### src/rtl/ted_pkg.sv
// Shared constants, types and helpers for the threshold edge detector.
`timescale 1ns / 1ps
`default_nettype none

package ted_pkg;

    localparam int MAX_WIDTH     = 1024;
    localparam int PIXEL_BITS    = 8;
    localparam int ADDR_BITS     = $clog2(MAX_WIDTH);
    localparam int WIDTH_BITS    = 11;
    localparam int HEIGHT_BITS   = 16;
    localparam int CFG_DATA_BITS = 16;
    localparam int CFG_IDX_BITS  = 2;

    localparam logic [WIDTH_BITS-1:0] MAX_WIDTH_W = WIDTH_BITS'(MAX_WIDTH);

    typedef logic [PIXEL_BITS-1:0] t_pixel;

    localparam t_pixel EDGE_ON = '1;

    typedef enum logic {
        OP_PIXEL = 1'b0,
        OP_FLUSH = 1'b1
    } t_op;

    typedef enum logic [CFG_IDX_BITS-1:0] {
        CFG_THRESHOLD    = 2'd0,
        CFG_IMAGE_WIDTH  = 2'd1,
        CFG_IMAGE_HEIGHT = 2'd2
    } t_cfg_idx;

    // One pending result on its way to the output register
    typedef struct packed {
        logic   is_pixel;
        logic   has_right;
        t_pixel up;
        t_pixel px;
        logic   frame_end;
    } t_item;

    typedef struct packed {
        logic                 we;
        logic [ADDR_BITS-1:0] waddr;
        t_pixel               wdata;
        logic                 re;
        logic [ADDR_BITS-1:0] raddr;
    } t_ram_req;

    function automatic t_pixel abs_diff(input t_pixel a, input t_pixel b);
        return (a > b) ? (a - b) : (b - a);
    endfunction

endpackage

`default_nettype wire

### src/rtl/ted_out_stage.sv
// Compare stage and output register with handshake on the result side.
`timescale 1ns / 1ps
`default_nettype none

module ted_out_stage
    import ted_pkg::*;
(
    input  wire logic   i_clk,
    input  wire logic   i_rst_n,
    input  wire logic   i_load,
    input  wire t_item  i_item,
    input  wire t_pixel i_right,
    input  wire t_pixel i_threshold,
    output logic        o_can_take,
    output logic        o_out_valid,
    input  wire logic   i_out_ready,
    output t_pixel      o_edge_value,
    output logic        o_frame_end
);

    logic   r_s1_valid;
    t_item  r_s1;
    logic   r_o_valid;
    t_pixel r_edge;
    logic   r_frame_end;
    logic   s1_adv;
    logic   is_edge;

    assign s1_adv     = r_s1_valid && (!r_o_valid || i_out_ready);
    assign o_can_take = !r_s1_valid || s1_adv;

    // Right neighbor sits in the buffer read register while this stage holds
    assign is_edge = r_s1.is_pixel && r_s1.has_right &&
                     ((abs_diff(r_s1.up, i_right) > i_threshold) ||
                      (abs_diff(r_s1.up, r_s1.px) > i_threshold));

    always_ff @(posedge i_clk) begin
        if (!i_rst_n) begin
            r_s1_valid <= 1'b0;
            r_o_valid  <= 1'b0;
        end else begin
            if (i_load) begin
                r_s1_valid <= 1'b1;
            end else if (s1_adv) begin
                r_s1_valid <= 1'b0;
            end
            if (s1_adv) begin
                r_o_valid <= 1'b1;
            end else if (i_out_ready) begin
                r_o_valid <= 1'b0;
            end
        end
    end

    always_ff @(posedge i_clk) begin
        if (i_load) begin
            r_s1 <= i_item;
        end
        if (s1_adv) begin
            r_edge      <= is_edge ? EDGE_ON : '0;
            r_frame_end <= r_s1.frame_end;
        end
    end

    assign o_out_valid  = r_o_valid;
    assign o_edge_value = r_edge;
    assign o_frame_end  = r_frame_end;

endmodule

`default_nettype wire

### config.mk
export PLATFORM = sky130hd
export DESIGN_NAME = ted_out_stage
export DESIGN_NICKNAME = d
export VERILOG_FILES = /design/src/rtl/ted_pkg.sv /design/src/rtl/ted_out_stage.sv
export SDC_FILE = /design/constraint.sdc
export NUM_CORES = 1
export LEC_CHECK = 0
export BUFFER_PORTS_ARGS = -buffer_cell sky130_fd_sc_hd__buf_4
export CORE_UTILIZATION = 56
export DETAILED_ROUTE_END_ITERATION = 6
export PLACE_DENSITY = 0.81
export SLEW_MARGIN = 30
export SYNTH_ARGS = -nofsm -noshare
export SYNTH_HDL_FRONTEND = slang
export SYNTH_SLANG_ARGS = --single-unit
### constraint.sdc
create_clock -name i_clk -period 4.4 [get_ports i_clk]
set_input_delay 0.66 -clock i_clk [delete_from_list [all_inputs] [get_ports i_clk]]
set_output_delay 0.66 -clock i_clk [all_outputs]
set_load 0.005 [all_outputs]
**Word level (Yosys, flattened, before mapping)**

Cells that the tools add are included.

- Register bits: 30
- Input bits: 39
- Output and inout bits: 11
- Logic and storage cells: 34

- Add/sub/neg operators: 4
- $lt $le $gt $ge: 4
- Muxes and demuxes: 7
- Reduce and logical (&&, ||, !) cells: 10

Operators with widths:

| kind | number |
|---|---|
| $gt A8 B8 Y1 | 4 |
| $sub A8 B8 Y8 | 4 |
| $mux W8 | 3 |
| $mux W1 | 4 |
| $reduce_bool A2 Y1 | 2 |
| $logic_and A1 B1 Y1 | 3 |
| $logic_or A1 B1 Y1 | 3 |
| $logic_not A1 Y1 | 2 |

**Depth between registers and ports, before layout**

- Depth in word-level cells: 6
- Depth in mapped cells: 16
- Gate-level depth less buffers: 15

**Worst setup path after synthesis**

Ideal clock, no wire load.

- Kind: input-to-reg
- From: input port i_right[5]
- To: register r_edge[6] (netlist: o_edge_value[6]), data pin
- Setup time: 256 ps
- Arrival time: 2925 ps
- Data required time: 4144 ps
- Slack: 1219 ps
- Stages: 14
- Path buffers: 2
- Path through: inv_1 > ha_1 > buf_4 > and3_1 > nand2_1 > o22a_1 > buf_6 > mux2_2 > ha_1 > nor2b_1 > o21a_1 > o21ai_0 > a21oi_1 > o211a_1

- Cells in the longest elaborated chain, start to end: 6
- Elaborated cells between the ends (all ways): 8
- Those cells by class: add/sub (2); order compare (2); mux (2); reduce/logical (2)

Ends and longest elaborated chain:

| element | line | source |
|---|---|---|
| from (decl) | ted_out_stage.sv:12 | `input wire t_pixel i_right,` |
| $sub A8 B8 Y8 or $gt A8 B8 Y1 (tied branches) | ted_pkg.sv:50 | `return (a > b) ? (a - b) : (b - a);` |
| $mux W8 * | ted_pkg.sv:50 |  |
| $gt A8 B8 Y1 * | ted_out_stage.sv:34 | `((abs_diff(r_s1.up, i_right) > i_threshold) \|\|` |
| $logic_or A1 B1 Y1 * | ted_out_stage.sv:34 |  |
| $logic_and A1 B1 Y1 * | ted_out_stage.sv:33 | `assign is_edge = r_s1.is_pixel && r_s1.has_right &&` |
| net is_edge | ted_out_stage.sv:27 | `logic is_edge;` |
| $mux W8 * | ted_out_stage.sv:60 | `r_edge <= is_edge ? EDGE_ON : '0;` |
| to (signal assigned) | ted_out_stage.sv:60 |  |
| to (decl) | ted_out_stage.sv:24 | `t_pixel r_edge;` |

Mark *: on every way through the listed nets, which the timed path passes. The rest lies on a longest branch.
A chain may end at the register's enable or synchronous reset.

**Worst setup path after layout**

- From: register r_s1[9] (netlist bit)
- To: register r_edge[6] (netlist: o_edge_value[6]), data pin

- Cells in the longest elaborated chain, start to end: 6
- Elaborated cells between the ends (all ways): 13
- Those cells by class: add/sub (4); order compare (4); mux (3); reduce/logical (2)

Ends and longest elaborated chain:

| element | line | source |
|---|---|---|
| from (decl) | ted_out_stage.sv:22 | `t_item r_s1;` |
| from (signal assigned) | ted_out_stage.sv:57 | `r_s1 <= i_item;` |
| $sub A8 B8 Y8 or $gt A8 B8 Y1 (tied branches) | ted_pkg.sv:50 |  |
| $mux W8 | ted_pkg.sv:50 |  |
| $gt A8 B8 Y1 (on tied branches) | ted_out_stage.sv:34, ted_out_stage.sv:35 |  |
| $logic_or A1 B1 Y1 * | ted_out_stage.sv:34 |  |
| $logic_and A1 B1 Y1 * | ted_out_stage.sv:33 |  |
| net is_edge | ted_out_stage.sv:27 |  |
| $mux W8 * | ted_out_stage.sv:60 |  |

Marked as above.

==> impl_results.md <==
* Core Footprint at 0.00409 mm2
* Placer congestion estimate at 0.951
* TNS Setup at 0 ns
* Leading cell type in the layout, fill and taps excluded: sky130_fd_sc_hd__buf_4
* Final layout net count at 379
* Hold buffer count at cts at 0
* Post-route DRC at 0
* Highest clock frequency the design can meet at 0.293 GHz
* Antenna diode count at 0
* Die boundary width at 68.1 um
* Part of the power in registers at 0.337
* Post-Synthesis Cells at 253
* TritonCTS clock tree: done
* Post-placement setup slack at 0.803 ns
* Post-Syn Nets at 342
* Total Wirelength at 4870 um
* Class of the most critical setup path: flop to flop
* R2R depth at 14
* Buffers plus inverters on the worst setup path at 2
* Via count at 1912
* Min-Delay Endpoint: o_frame_end
* Detail-routed via count per cell at 5.64
* Share of total power in the clock network at 0.152
* Fraction of power spent switching nets at 0.358
* Crit path capture type: flop
* Post-synth EDFFs at 21
* Max-cap violations at 0
* Clock transition at the register clock pins on the worst setup and hold paths after CTS at 0.07 ns
* Critical path, cell by cell: inv_1 -> ha_1 -> inv_1 -> fa_1 -> nand3_1 -> a21oi_1 -> o22a_1 -> mux2_2 -> ha_1 -> nor2b_1 -> o211ai_1 -> a21oi_1 -> o22a_1 -> o211a_1
* Internal Power at 518 uW
* Class of the worst hold path: flop to flop
* Max IR drop VDD at 233 uV
* Setup Skew at 0.00164 ns
* Count of distinct cell types in the synthesized netlist at 32
* Remaining antenna violation count after routing at 0
* Worst stage delay on the critical path at 0.44 ns
* #FFs+latches synth at 23
* # placed instances at 335
* Root Buffer Master: sky130_fd_sc_hd__clkbuf_8
* Switching component of the power at 289 uW
* Area growth syn-to-layout at 14.2%
* IO Pins at 50
* Reg-to-Reg Start: r_s1[9]
* Clock tree sinks at 23
* Mean area per synthesized cell at 9.66 um2
* Setup fix buffers added after clock tree synthesis at 0
* Part of the power in combinational logic at 0.511
* Cell row count at 23
* Number of hold violations in the final report at 0
* Worst Tran Pin Value at 0.439 ns
* Cell with the biggest individual delay on the critical path: sky130_fd_sc_hd__edfxtp_1
* Deepest clock path buffer count at 2
* Total setup violations reported at the end of the flow at 0
* Die area at 0.00463 mm2
* Via count of the first global-routing pass at 1804
* Core occupancy in the finished layout at 0.683
* Cell Count, Final, Fillers Out at 339
* Reg2reg end: o_edge_value[6]
* Dominant synthesized flop cell: sky130_fd_sc_hd__edfxtp_1
* Hold Path Cell Cnt at 0
* Crit path DAT at 3.43 ns
* Clock period minus worst slack at 3.42 ns
* Fraction of final layout cells sized beyond drive strength 1 at 0.194
* First-pass GRT wire length at 7930 um
* Number of buffer cells added on primary ports at 49
* DRT Pass-1 Iters at 4
* RSZ-0062 raised after global routing: no
* Static leakage power at 0.00136 uW
* Slew headroom at 0.704
* Total power density per cell area at 289 mW/mm2
* Largest net degree at the start of global routing at 21
* Largest delay share family, worst path: compound AO/OA/AOI/OAI gates
* Number of max-slew violations in the final report at 0
* GRT Overall Usage at 0.232
* Worst EP required at 4.41 ns
* Hpwl dp at 4170 um
* H-tree levels at 1
* Starting density of the core at 0.598
* Chip height at 68.1 um
* Top fanout value on the critical path at 7
* Share of async-settable or async-resettable flops after synthesis at 0
* Number of warnings printed during yosys synthesis at 0
* Status: complete, no violations
* Routed wirelength normalized by instance count at 14.4 um
* Skew-Pair Late Insertion Delay at 0.25 ns
* Final setup slack of the worst path at 0.985 ns
* Final critical-path share of the clock period at 0.776
* Startpoint type of the worst setup path: flop
* Post-CTS sizing at 0
* Seq/Total Area, Yosys at 0.274
* R2R Setup Slk at 0.98 ns
* Antenna violations before repair at 0
* Starting DRC count in detailed routing at 147
* Syn Std Cell Area at 0.00244 mm2
* Global route total overflow at 0
* CTS Buf Count at 3
* Top library cells by usage in the layout, fill and taps aside: 49 x sky130_fd_sc_hd__buf_4, 46 x sky130_fd_sc_hd__ha_1, 34 x sky130_fd_sc_hd__inv_1, 22 x sky130_fd_sc_hd__a21oi_1, 21 x sky130_fd_sc_hd__edfxtp_1
* Worst hold path startpoint: r_s1[0]
==> per-layer routing <==
layer / global-route usage / up-vias / share of wire / wire length (um)
met2: 0.407 / 70 / 0.49 / 2410
met5: 0 / - / 0 / 0
li1: - / 964 / - / -
met1: 0.300 / 871 / 0.44 / 2160
met3: 0.0100 / 7 / 0.046 / 226
met4: 0.0833 / 0 / 0.015 / 75
==> final cells by class <==
type                       instances  area, um2
multi-input combinational        179       1520
tap                               50       62.6
fill                             345       1290
inverter                          34        128
sequential                        23        671
timing repair buffer              49        368
clock buffer                       4       45.0
==> logic make-up after synthesis <==
group                      share of synthesized area
and+or+nand+nor                               0.0737
AOI/OAI and AO/OA                              0.173
buffers and inverters                          0.105
adders and majority gates                      0.268
muxes                                         0.0624
xor gates and xnor gates                      0.0430
DFF                                            0.274
==> synthesized netlist by cell type, types with 6 or more instances <==
master | number | share of area
sky130_fd_sc_hd__xnor2_1 | 6 | 0.021
sky130_fd_sc_hd__edfxtp_1 | 21 | 0.26
sky130_fd_sc_hd__nand2_1 | 10 | 0.015
sky130_fd_sc_hd__a21oi_1 | 22 | 0.045
sky130_fd_sc_hd__xor2_1 | 6 | 0.021
sky130_fd_sc_hd__buf_4 | 10 | 0.031
sky130_fd_sc_hd__mux2i_1 | 13 | 0.053
sky130_fd_sc_hd__inv_1 | 34 | 0.052
sky130_fd_sc_hd__o21ai_0 | 16 | 0.033
sky130_fd_sc_hd__nand4_1 | 8 | 0.020
sky130_fd_sc_hd__ha_1 | 46 | 0.24
sky130_fd_sc_hd__a21o_1 | 6 | 0.018
==> power by group through the flow <==
stage,Combinational (uW),Clock [uW],Sequential [uW]
6_report,413,122,272
2_1_floorplan,318,0,272
5_1_grt,462,136,274
3_3_place_gp,397,0,276
3_5_place_dp,411,0,277
4_1_cts,413,129,272
==> per-stage QoR <==
step	cell area, um2	hold slack, ns	total power, uW
after floorplan	2440	0.400	591
after global placement	2750	0.403	673
after detailed placement	2750	0.416	688
after CTS	2790	0.434	814
after global routing	2790	0.441	872
final	2790	0.431	807
==> how the worst max path moves through the flow <==
stage / start / endpoint / slack [ns] / cells after the start
floorplan: i_right[5] / o_edge_value[6] / 1.22 / 14
global placement: i_right[5] / o_edge_value[6] / 0.81 / 14
detailed placement: i_right[5] / o_edge_value[6] / 0.80 / 13
CTS: r_s1[9] / o_edge_value[6] / 0.99 / 14
global route: r_s1[9] / o_edge_value[6] / 0.83 / 14
finish: r_s1[9] / o_edge_value[6] / 0.98 / 14
==> registers in the layout (all words and copies together) (netlist names) <==
name	count
r_s1	19
o_out_valid	1
o_edge_value	1
r_s1_valid	1
o_frame_end	1
==> worst reg2reg max path, delay by kind of cell, from the launching register on <==
family          cells  cell delay (ns)
compound gates      6             1.12
fa+ha+maj           3             0.87
flops               1             0.44
mux                 1             0.35
simple gates        2             0.24
buf+inv             2             0.18
No activity file was read; power rests on OpenSTA's default activity.
