==> config.mk <==
export PLATFORM = sky130hd
export DESIGN_NAME = ted_ctrl
export DESIGN_NICKNAME = d
export VERILOG_FILES = /design/src/rtl/ted_pkg.sv /design/src/rtl/ted_ctrl.sv
export SDC_FILE = /design/constraint.sdc
export NUM_CORES = 1
export LEC_CHECK = 0
export BUFFER_PORTS_ARGS = -buffer_cell sky130_fd_sc_hd__buf_2
export CORE_MARGIN = 2
export CORE_UTILIZATION = 25
export DETAILED_ROUTE_END_ITERATION = 10
export PLACE_DENSITY = 0.38
export SKIP_LAST_GASP = 1
export SLEW_MARGIN = 10
export SYNTH_ARGS = -nofsm -noshare
export SYNTH_HDL_FRONTEND = slang
export SYNTH_SLANG_ARGS = --single-unit
==> constraint.sdc <==
create_clock -name i_clk -period 7.5 [get_ports i_clk]
set_input_delay 0.375 -clock i_clk [delete_from_list [all_inputs] [get_ports i_clk]]
set_output_delay 0.375 -clock i_clk [all_outputs]
set_load 0.005 [all_outputs]
==> src/rtl/ted_pkg.sv <==
// Shared constants, types and helpers for the threshold edge detector.
`timescale 1ns / 1ps
`default_nettype none

package ted_pkg;

    localparam int MAX_WIDTH     = 1024;
    localparam int PIXEL_BITS    = 8;
    localparam int ADDR_BITS     = $clog2(MAX_WIDTH);
    localparam int WIDTH_BITS    = 11;
    localparam int HEIGHT_BITS   = 16;
    localparam int CFG_DATA_BITS = 16;
    localparam int CFG_IDX_BITS  = 2;

    localparam logic [WIDTH_BITS-1:0] MAX_WIDTH_W = WIDTH_BITS'(MAX_WIDTH);

    typedef logic [PIXEL_BITS-1:0] t_pixel;

    localparam t_pixel EDGE_ON = '1;

    typedef enum logic {
        OP_PIXEL = 1'b0,
        OP_FLUSH = 1'b1
    } t_op;

    typedef enum logic [CFG_IDX_BITS-1:0] {
        CFG_THRESHOLD    = 2'd0,
        CFG_IMAGE_WIDTH  = 2'd1,
        CFG_IMAGE_HEIGHT = 2'd2
    } t_cfg_idx;

    // One pending result on its way to the output register
    typedef struct packed {
        logic   is_pixel;
        logic   has_right;
        t_pixel up;
        t_pixel px;
        logic   frame_end;
    } t_item;

    typedef struct packed {
        logic                 we;
        logic [ADDR_BITS-1:0] waddr;
        t_pixel               wdata;
        logic                 re;
        logic [ADDR_BITS-1:0] raddr;
    } t_ram_req;

    function automatic t_pixel abs_diff(input t_pixel a, input t_pixel b);
        return (a > b) ? (a - b) : (b - a);
    endfunction

endpackage

`default_nettype wire

==> src/rtl/ted_ctrl.sv <==
// Raster position counters, flush sequencing and line buffer addressing.
`timescale 1ns / 1ps
`default_nettype none

module ted_ctrl
    import ted_pkg::*;
(
    input  wire logic                   i_clk,
    input  wire logic                   i_rst_n,
    input  wire logic                   i_accept,
    input  wire logic                   i_opcode,
    input  wire t_pixel                 i_pixel_value,
    input  wire logic [WIDTH_BITS-1:0]  i_width,
    input  wire logic [HEIGHT_BITS-1:0] i_height,
    input  wire t_pixel                 i_rdata,
    output t_ram_req                    o_ram,
    output logic                        o_issue,
    output t_item                       o_item
);

    logic [HEIGHT_BITS-1:0] r_row, n_row;
    logic [ADDR_BITS-1:0]   r_col, n_col;
    logic [ADDR_BITS-1:0]   r_flush, n_flush;
    t_pixel                 r_col0, n_col0;

    logic [WIDTH_BITS-1:0]  w_eff;
    logic [HEIGHT_BITS-1:0] h_eff;
    logic [HEIGHT_BITS-1:0] row_pre;
    logic [ADDR_BITS-1:0]   col_pre;
    logic [WIDTH_BITS-1:0]  col_inc;
    logic [WIDTH_BITS-1:0]  flush_inc;
    logic                   has_right;

    always_comb begin
        if (i_width == '0) begin
            w_eff = WIDTH_BITS'(1);
        end else if (i_width > MAX_WIDTH_W) begin
            w_eff = MAX_WIDTH_W;
        end else begin
            w_eff = i_width;
        end
        h_eff = (i_height == '0) ? HEIGHT_BITS'(1) : i_height;
    end

    always_comb begin
        n_row   = r_row;
        n_col   = r_col;
        n_flush = r_flush;
        n_col0  = r_col0;
        o_issue = 1'b0;
        o_item  = '0;
        o_ram   = '0;

        // Close a row left open by a shrunk width
        row_pre = r_row;
        col_pre = r_col;
        if (r_row < h_eff && {1'b0, r_col} >= w_eff) begin
            col_pre = '0;
            row_pre = r_row + HEIGHT_BITS'(1);
        end

        col_inc   = {1'b0, col_pre} + WIDTH_BITS'(1);
        flush_inc = {1'b0, r_flush} + WIDTH_BITS'(1);
        has_right = col_inc < w_eff;

        o_item.up        = (col_pre == '0) ? r_col0 : i_rdata;
        o_item.px        = i_pixel_value;
        o_item.has_right = has_right;
        o_item.is_pixel  = (t_op'(i_opcode) == OP_PIXEL);

        if (i_accept) begin
            n_row = row_pre;
            n_col = col_pre;
            if (t_op'(i_opcode) == OP_PIXEL) begin
                if (row_pre < h_eff) begin
                    o_issue     = (row_pre != '0);
                    o_ram.we    = 1'b1;
                    o_ram.waddr = col_pre;
                    o_ram.wdata = i_pixel_value;
                    // Fetch the right neighbor; it is also the next pixel's up value
                    o_ram.re    = has_right;
                    o_ram.raddr = col_inc[ADDR_BITS-1:0];
                    if (col_pre == '0) begin
                        n_col0 = i_pixel_value;
                    end
                    if (col_inc >= w_eff) begin
                        n_col = '0;
                        n_row = row_pre + HEIGHT_BITS'(1);
                    end else begin
                        n_col = col_inc[ADDR_BITS-1:0];
                    end
                end
            end else if (row_pre >= h_eff) begin
                o_issue = 1'b1;
                if (flush_inc >= w_eff) begin
                    o_item.frame_end = 1'b1;
                    n_row   = '0;
                    n_col   = '0;
                    n_flush = '0;
                end else begin
                    n_flush = flush_inc[ADDR_BITS-1:0];
                end
            end
        end
    end

    always_ff @(posedge i_clk) begin
        if (!i_rst_n) begin
            r_row   <= '0;
            r_col   <= '0;
            r_flush <= '0;
        end else begin
            r_row   <= n_row;
            r_col   <= n_col;
            r_flush <= n_flush;
        end
    end

    always_ff @(posedge i_clk) begin
        r_col0 <= n_col0;
    end

endmodule

`default_nettype wire

# Word level (Yosys, flattened, before mapping)
# Index checks and enable logic that the tools add are counted.
[classes]
n_lt_le_gt_ge = 8
bitwise_logic = 1
reduce_logical = 7
mux = 28
n_addsub = 4
[ops]
columns = ["cell", "count"]
rows = [
  ["16-bit two-way mux", 7],
  ["30-bit two-way mux", 3],
  ["10-bit two-way mux", 7],
  ["16-bit by 1-bit adder with 16-bit output, second input constant", 2],
  ["16-bit < comparator", 2],
  ["10-bit by 1-bit adder with 11-bit output, second input constant", 2],
  ["11-bit greater-or-equal comparator", 2],
  ["11-bit two-way mux", 2],
  ["16-bit greater-or-equal comparator", 1],
  ["16-bit logical NOT", 1],
  ["16-bit nonzero test", 1],
  ["10-bit by 11-bit greater-or-equal comparator with 1-bit output", 1],
  ["11-bit > comparator, second input constant", 1],
  ["11-bit logical NOT", 1],
  ["11-bit < comparator", 1],
  ["10-bit logical NOT", 1],
  ["1-bit two-way mux", 8],
  ["8-bit two-way mux", 1],
  ["4-bit AND reduction", 1],
  ["3-bit AND reduction", 1],
  ["1-bit logical AND", 1],
  ["1-bit inverter", 1],
]
[word_totals]
register_bits = 44
word_cells = 52
out_inout_bits = 50
inputBits = 47

# Longest topological paths before layout
[depth]
word_depth = 11
depth_mapped = 26
mapped_depth_nobuf = 25

# Worst setup path after synthesis
# Ideal clock, no wire load.
[synth_timing]
path_kind = "input port to flip-flop"
start = "input port i_width[6]"
end = "register r_row[11]"
required_ns = 7.434
path_slack_ns = 1.909
setup_ns = 0.066
arrival_ns = 5.524
path_stages = 25
path_buffers = 1
cell_sequence = "nor4_1 -> a31oi_1 -> nor2_1 -> ha_1 -> nor2b_1 -> o21ai_0 -> a221oi_1 -> nand2_1 -> clkbuf_1 -> nand2_1 -> nand2_1 -> inv_1 -> ha_1 -> nand3_1 -> nor2_1 -> xnor2_1 -> nor2_1 -> ha_1 -> nand2_1 -> or4_1 -> a211oi_1 -> o21ai_1 -> nor4_1 -> mux2_2 -> a21oi_2"
[synth_via]
elab_chain_len = 11
word_cells_on_any_way = 19
cone_classes = "2 x add/sub; 6 x order compare; 9 x mux; 2 x reduce/logical"
[synth_rtl]
columns = ["item", "line_no", "rtl"]
rows = [
  ["start, declared", "ted_ctrl.sv:13", "input wire logic [WIDTH_BITS-1:0] i_width,"],
  ["11-bit > comparator", "ted_ctrl.sv:37", "end else if (i_width > MAX_WIDTH_W) begin"],
  ["11-bit two-way mux", "ted_ctrl.sv:37", ""],
  ["11-bit two-way mux (*)", "ted_ctrl.sv:35", "if (i_width == '0) begin"],
  ["10-bit by 11-bit greater-or-equal comparator with 1-bit output", "ted_ctrl.sv:57", "if (r_row < h_eff && {1'b0, r_col} >= w_eff) begin"],
  ["1-bit logical AND", "ted_ctrl.sv:57", ""],
  ["10-bit two-way mux", "ted_ctrl.sv:57", ""],
  ["10-bit by 1-bit adder with 11-bit output", "ted_ctrl.sv:62", "col_inc = {1'b0, col_pre} + WIDTH_BITS'(1);"],
  ["11-bit greater-or-equal comparator", "ted_ctrl.sv:86", "if (col_inc >= w_eff) begin"],
  ["16-bit two-way mux", "ted_ctrl.sv:86", ""],
  ["16-bit two-way mux", "ted_ctrl.sv:75", "if (row_pre < h_eff) begin"],
  ["16-bit two-way mux (*)", "ted_ctrl.sv:74", "if (t_op'(i_opcode) == OP_PIXEL) begin"],
  ["end signal, assigned", "ted_ctrl.sv:113", "r_row <= n_row;"],
  ["end, declared", "ted_ctrl.sv:21", "logic [HEIGHT_BITS-1:0] r_row, n_row;"],
]
# Every way passes the cells marked *; elsewhere a longest branch is shown, timed or not.
# A chain may end at the register's enable or synchronous reset.

==> summary.md <==
| Metric | Value |
|---|---|
| Min Tclk post-route | `about 6.5 ns` |
| Routed Antenna Nets | `0` |
| Global route total overflow | `0` |
| Fin crit share | `between 80 and 90%` |
| CTS Hold Bufs | `0` |
| Mapped Cells | `642` |
| Total number of placement rows | `51` |
| Register area share after synthesis | `roughly a fifth` |
| Max Cap Viol | `0` |
| Final GP Congestion | `~0.84` |
| Vias in the first global route | `4955` |
| Share of cells above drive strength 1 | `roughly 20%` |
| Root buf cell | `clkbuf_16` |
| Worst R2R Start | `r_row[7]` |
| Met3 capacity usage during global routing | `under 10%` |
| Synth top area share | `approximately 17%` |
| Clock buffer count from CTS | `5` |
| Critical Path AT | `about 6.1 ns` |
| Vias | `about 5000` |
| Startpoint types | `flip-flop` |
| EDFF count, synth | `8` |
| Total negative slack | `0 ns` |
| Number of setup buffers added after CTS | `0` |
| CTS tree | `built` |
| Die width | `~150 um` |
| Met1 Track Usage GR | `21.7%` |
| Worst Skew | `roughly 0.010 ns` |
| Busiest metal layer after global routing | `met2` |
| Synth async-reset ratio | `0%` |
| Top_reg_cell synth | `dfxtp_1` |
| Met2 usage | `approximately a quarter` |
| H-tree levels | `2` |
| Total Power | `0.696 mW` |
| Ports | `97` |
| Final setup fails | `0` |
| Worst-Margin Slew | `roughly 0.84 ns` |
| Min-Delay Startpoint | `i_pixel_value[4]` |
| Outcome | `finished, final reports clean` |
| Syn nets | `~760` |
| RSZ-0062 raised after global routing | `false` |
| Post_cts resized | `0` |
| Core Footprint | `slightly below 20000 sq um` |
| Crit. Startpoint | `r_row[5]` |
| Avg Cell Area, Syn | `about 7.8 sq um` |
| Worst IR Drop VDD | `around 0.079 mV` |
| Placed cell areas | `5730 sq um` |
| Power per cell area | `118 nW/um^2` |
| Critical Setup Path Class | `reg -> out` |
| Most common cell in the netlist | `ha_1` |
| FMAX | `roughly 150 MHz` |
| Crit Path Max Fanout | `21` |
| Gr usage total | `between 15 and 20%` |
| Hold Path Class | `in -> reg` |
| Final WL | `between 15000 and 20000 um` |
| Die area | `about 21000 sq um` |
| Setup crit end kind | `primary output` |
| Syn Std Cell Area | `~5000 sq um` |
| Worst Path Required | `7.12 ns` |
| Area growth, synth to finish | `17.2%` |
| Detail Placement HPWL | `roughly 14000 um` |
| First-pass GRT wire length | `between 20000 and 30000 um` |
| Synth area leaders | `ha_1, dfxtp_1, edfxtp_1` |
| Detailed Route Iter0 Violations | `272` |
| Clk sink count | `44` |
| Synth Register Bits | `44` |
| Fin. max-slew vios | `0` |
| Final Util | `around 30%` |
| Nets | `between 800 and 900` |
| Post-synth top area cell | `ha_1` |
| Clock latency on the worst-skew pair | `approximately 0.3 ns` |
| CTS max path bufs | `2` |
| DR DRC count | `0` |
| Via/cell ratio | `~5.1` |
| Static leakage | `2.72 nW` |
| Final hold viol count | `0` |
| Fin area | `a little under 6000 sq um` |
| Chip Height | `146 um` |
| Largest net degree at the start of global routing | `38` |
| CTS clk-pin slew, worst paths | `about 0.07 ns` |
| DR WL/cell | `roughly 17 um` |
| Initial antenna violation count | `0` |
| Synthesis warning total | `0` |
| Initial Util | `between 20% and 30%` |
| ANT cells | `0` |
| Slew headroom | `a little over two fifths` |
| Port Buffers | `96` |
| Commonest cells in the netlist | `ha_1, nor2_1, nand2_1, inv_1, a21oi_1` |
| Netlist cell types | `74` |
| 1st-pass router iterations | `4` |
[cells in the final DEF, fill, tap and decap left out, types with 7 or more instances in the layout]
cell type	instances
xnor2_1	14
buf_2	96
dfxtp_1	36
a21o_1	7
and3_1	26
nand4_1	14
nor4_1	12
o21a_1	8
nor2_1	61
and2_1	15
a211oi_1	8
nand3b_1	10
edfxtp_1	8
nor3_1	17
buf_4	9
mux2_2	9
xor2_1	18
a31oi_1	11
nand2_1	44
o21ai_0	28
inv_1	40
a21oi_1	38
ha_1	69
nand3_1	24
[power breakdown]
part / internal (mW) / leakage [nW] / switching (mW)
combinational: 0.0719 / 2.27 / 0.102
sequential: 0.249 / 0.367 / 0.0136
clock: 0.157 / 0.0798 / 0.103
[worst max-delay path, cell delays in order (launching register included)]
cell and delay (ns):
dfxtp_1 0.46, ha_1 0.30, a211o_2 0.30, a21oi_1 0.28, a2111oi_0 0.23, a211o_1 0.50
nor2_1 0.19, buf_4 0.29, nand4_1 0.15, xnor2_1 0.45, ha_1 0.34, and4_1 0.19
a21boi_0 0.13, o32a_1 0.46, nor2_1 0.23, nand2_1 0.37, inv_1 0.54, nand2_1 0.17
nor2_1 0.12, buf_2 0.12
[per-layer routing]
layer,routed length [um],part of all wire (%),vias up
met5,0,0,-
met4,284,1.7,0
met3,589,3.5,19
met2,7880,46,96
met1,8190,48,2371
li1,-,-,2531
[worst paths after layout]
path | endpoint | slack (ns) | cells after the start
hold reg to reg | r_flush[1] | 0.52 | 2
setup / recovery | o_ram[6] | 1.01 | 19
setup reg to reg | r_row[15] | 1.21 | 24
hold / removal | r_col0[4] | 0.27 | 1
[kinds of logic after synthesis]
kind of cell,Yosys count,share of synthesized area (%)
muxes,12,2.61
AOI/OAI and AO/OA,147,19.6
and+or+nand+nor,262,28.4
xor gates and xnor gates,34,6.44
adders and majority gates,69,17.2
DFF,44,19.1
buffers and inverters,74,6.69
[state kept, by name, indices dropped and copies added, names as in the netlist]
signal / count
r_col0: 8
r_row: 16
r_flush: 10
r_col: 10
[layout make-up]
| type | count | area, sq um |
|---|---|---|
| multi-input combinational | 524 | 3730 |
| timing repair buffer | 105 | 548 |
| sequential | 44 | 961 |
| tap | 265 | 332 |
| clock inverter | 3 | 42.5 |
| fill | 2126 | 13700 |
| clock buffer | 5 | 125 |
| inverter | 41 | 154 |
[stage by stage]
step,cells,hold WS [ns],setup WS [ns]
floorplan,642,0.471,1.91
global placement,979,0.506,0.915
detailed placement,979,0.506,0.707
CTS,987,0.261,0.955
global route,987,0.264,0.367
finish,987,0.271,1.01
Note: power is estimated with default switching activity, not from simulation.
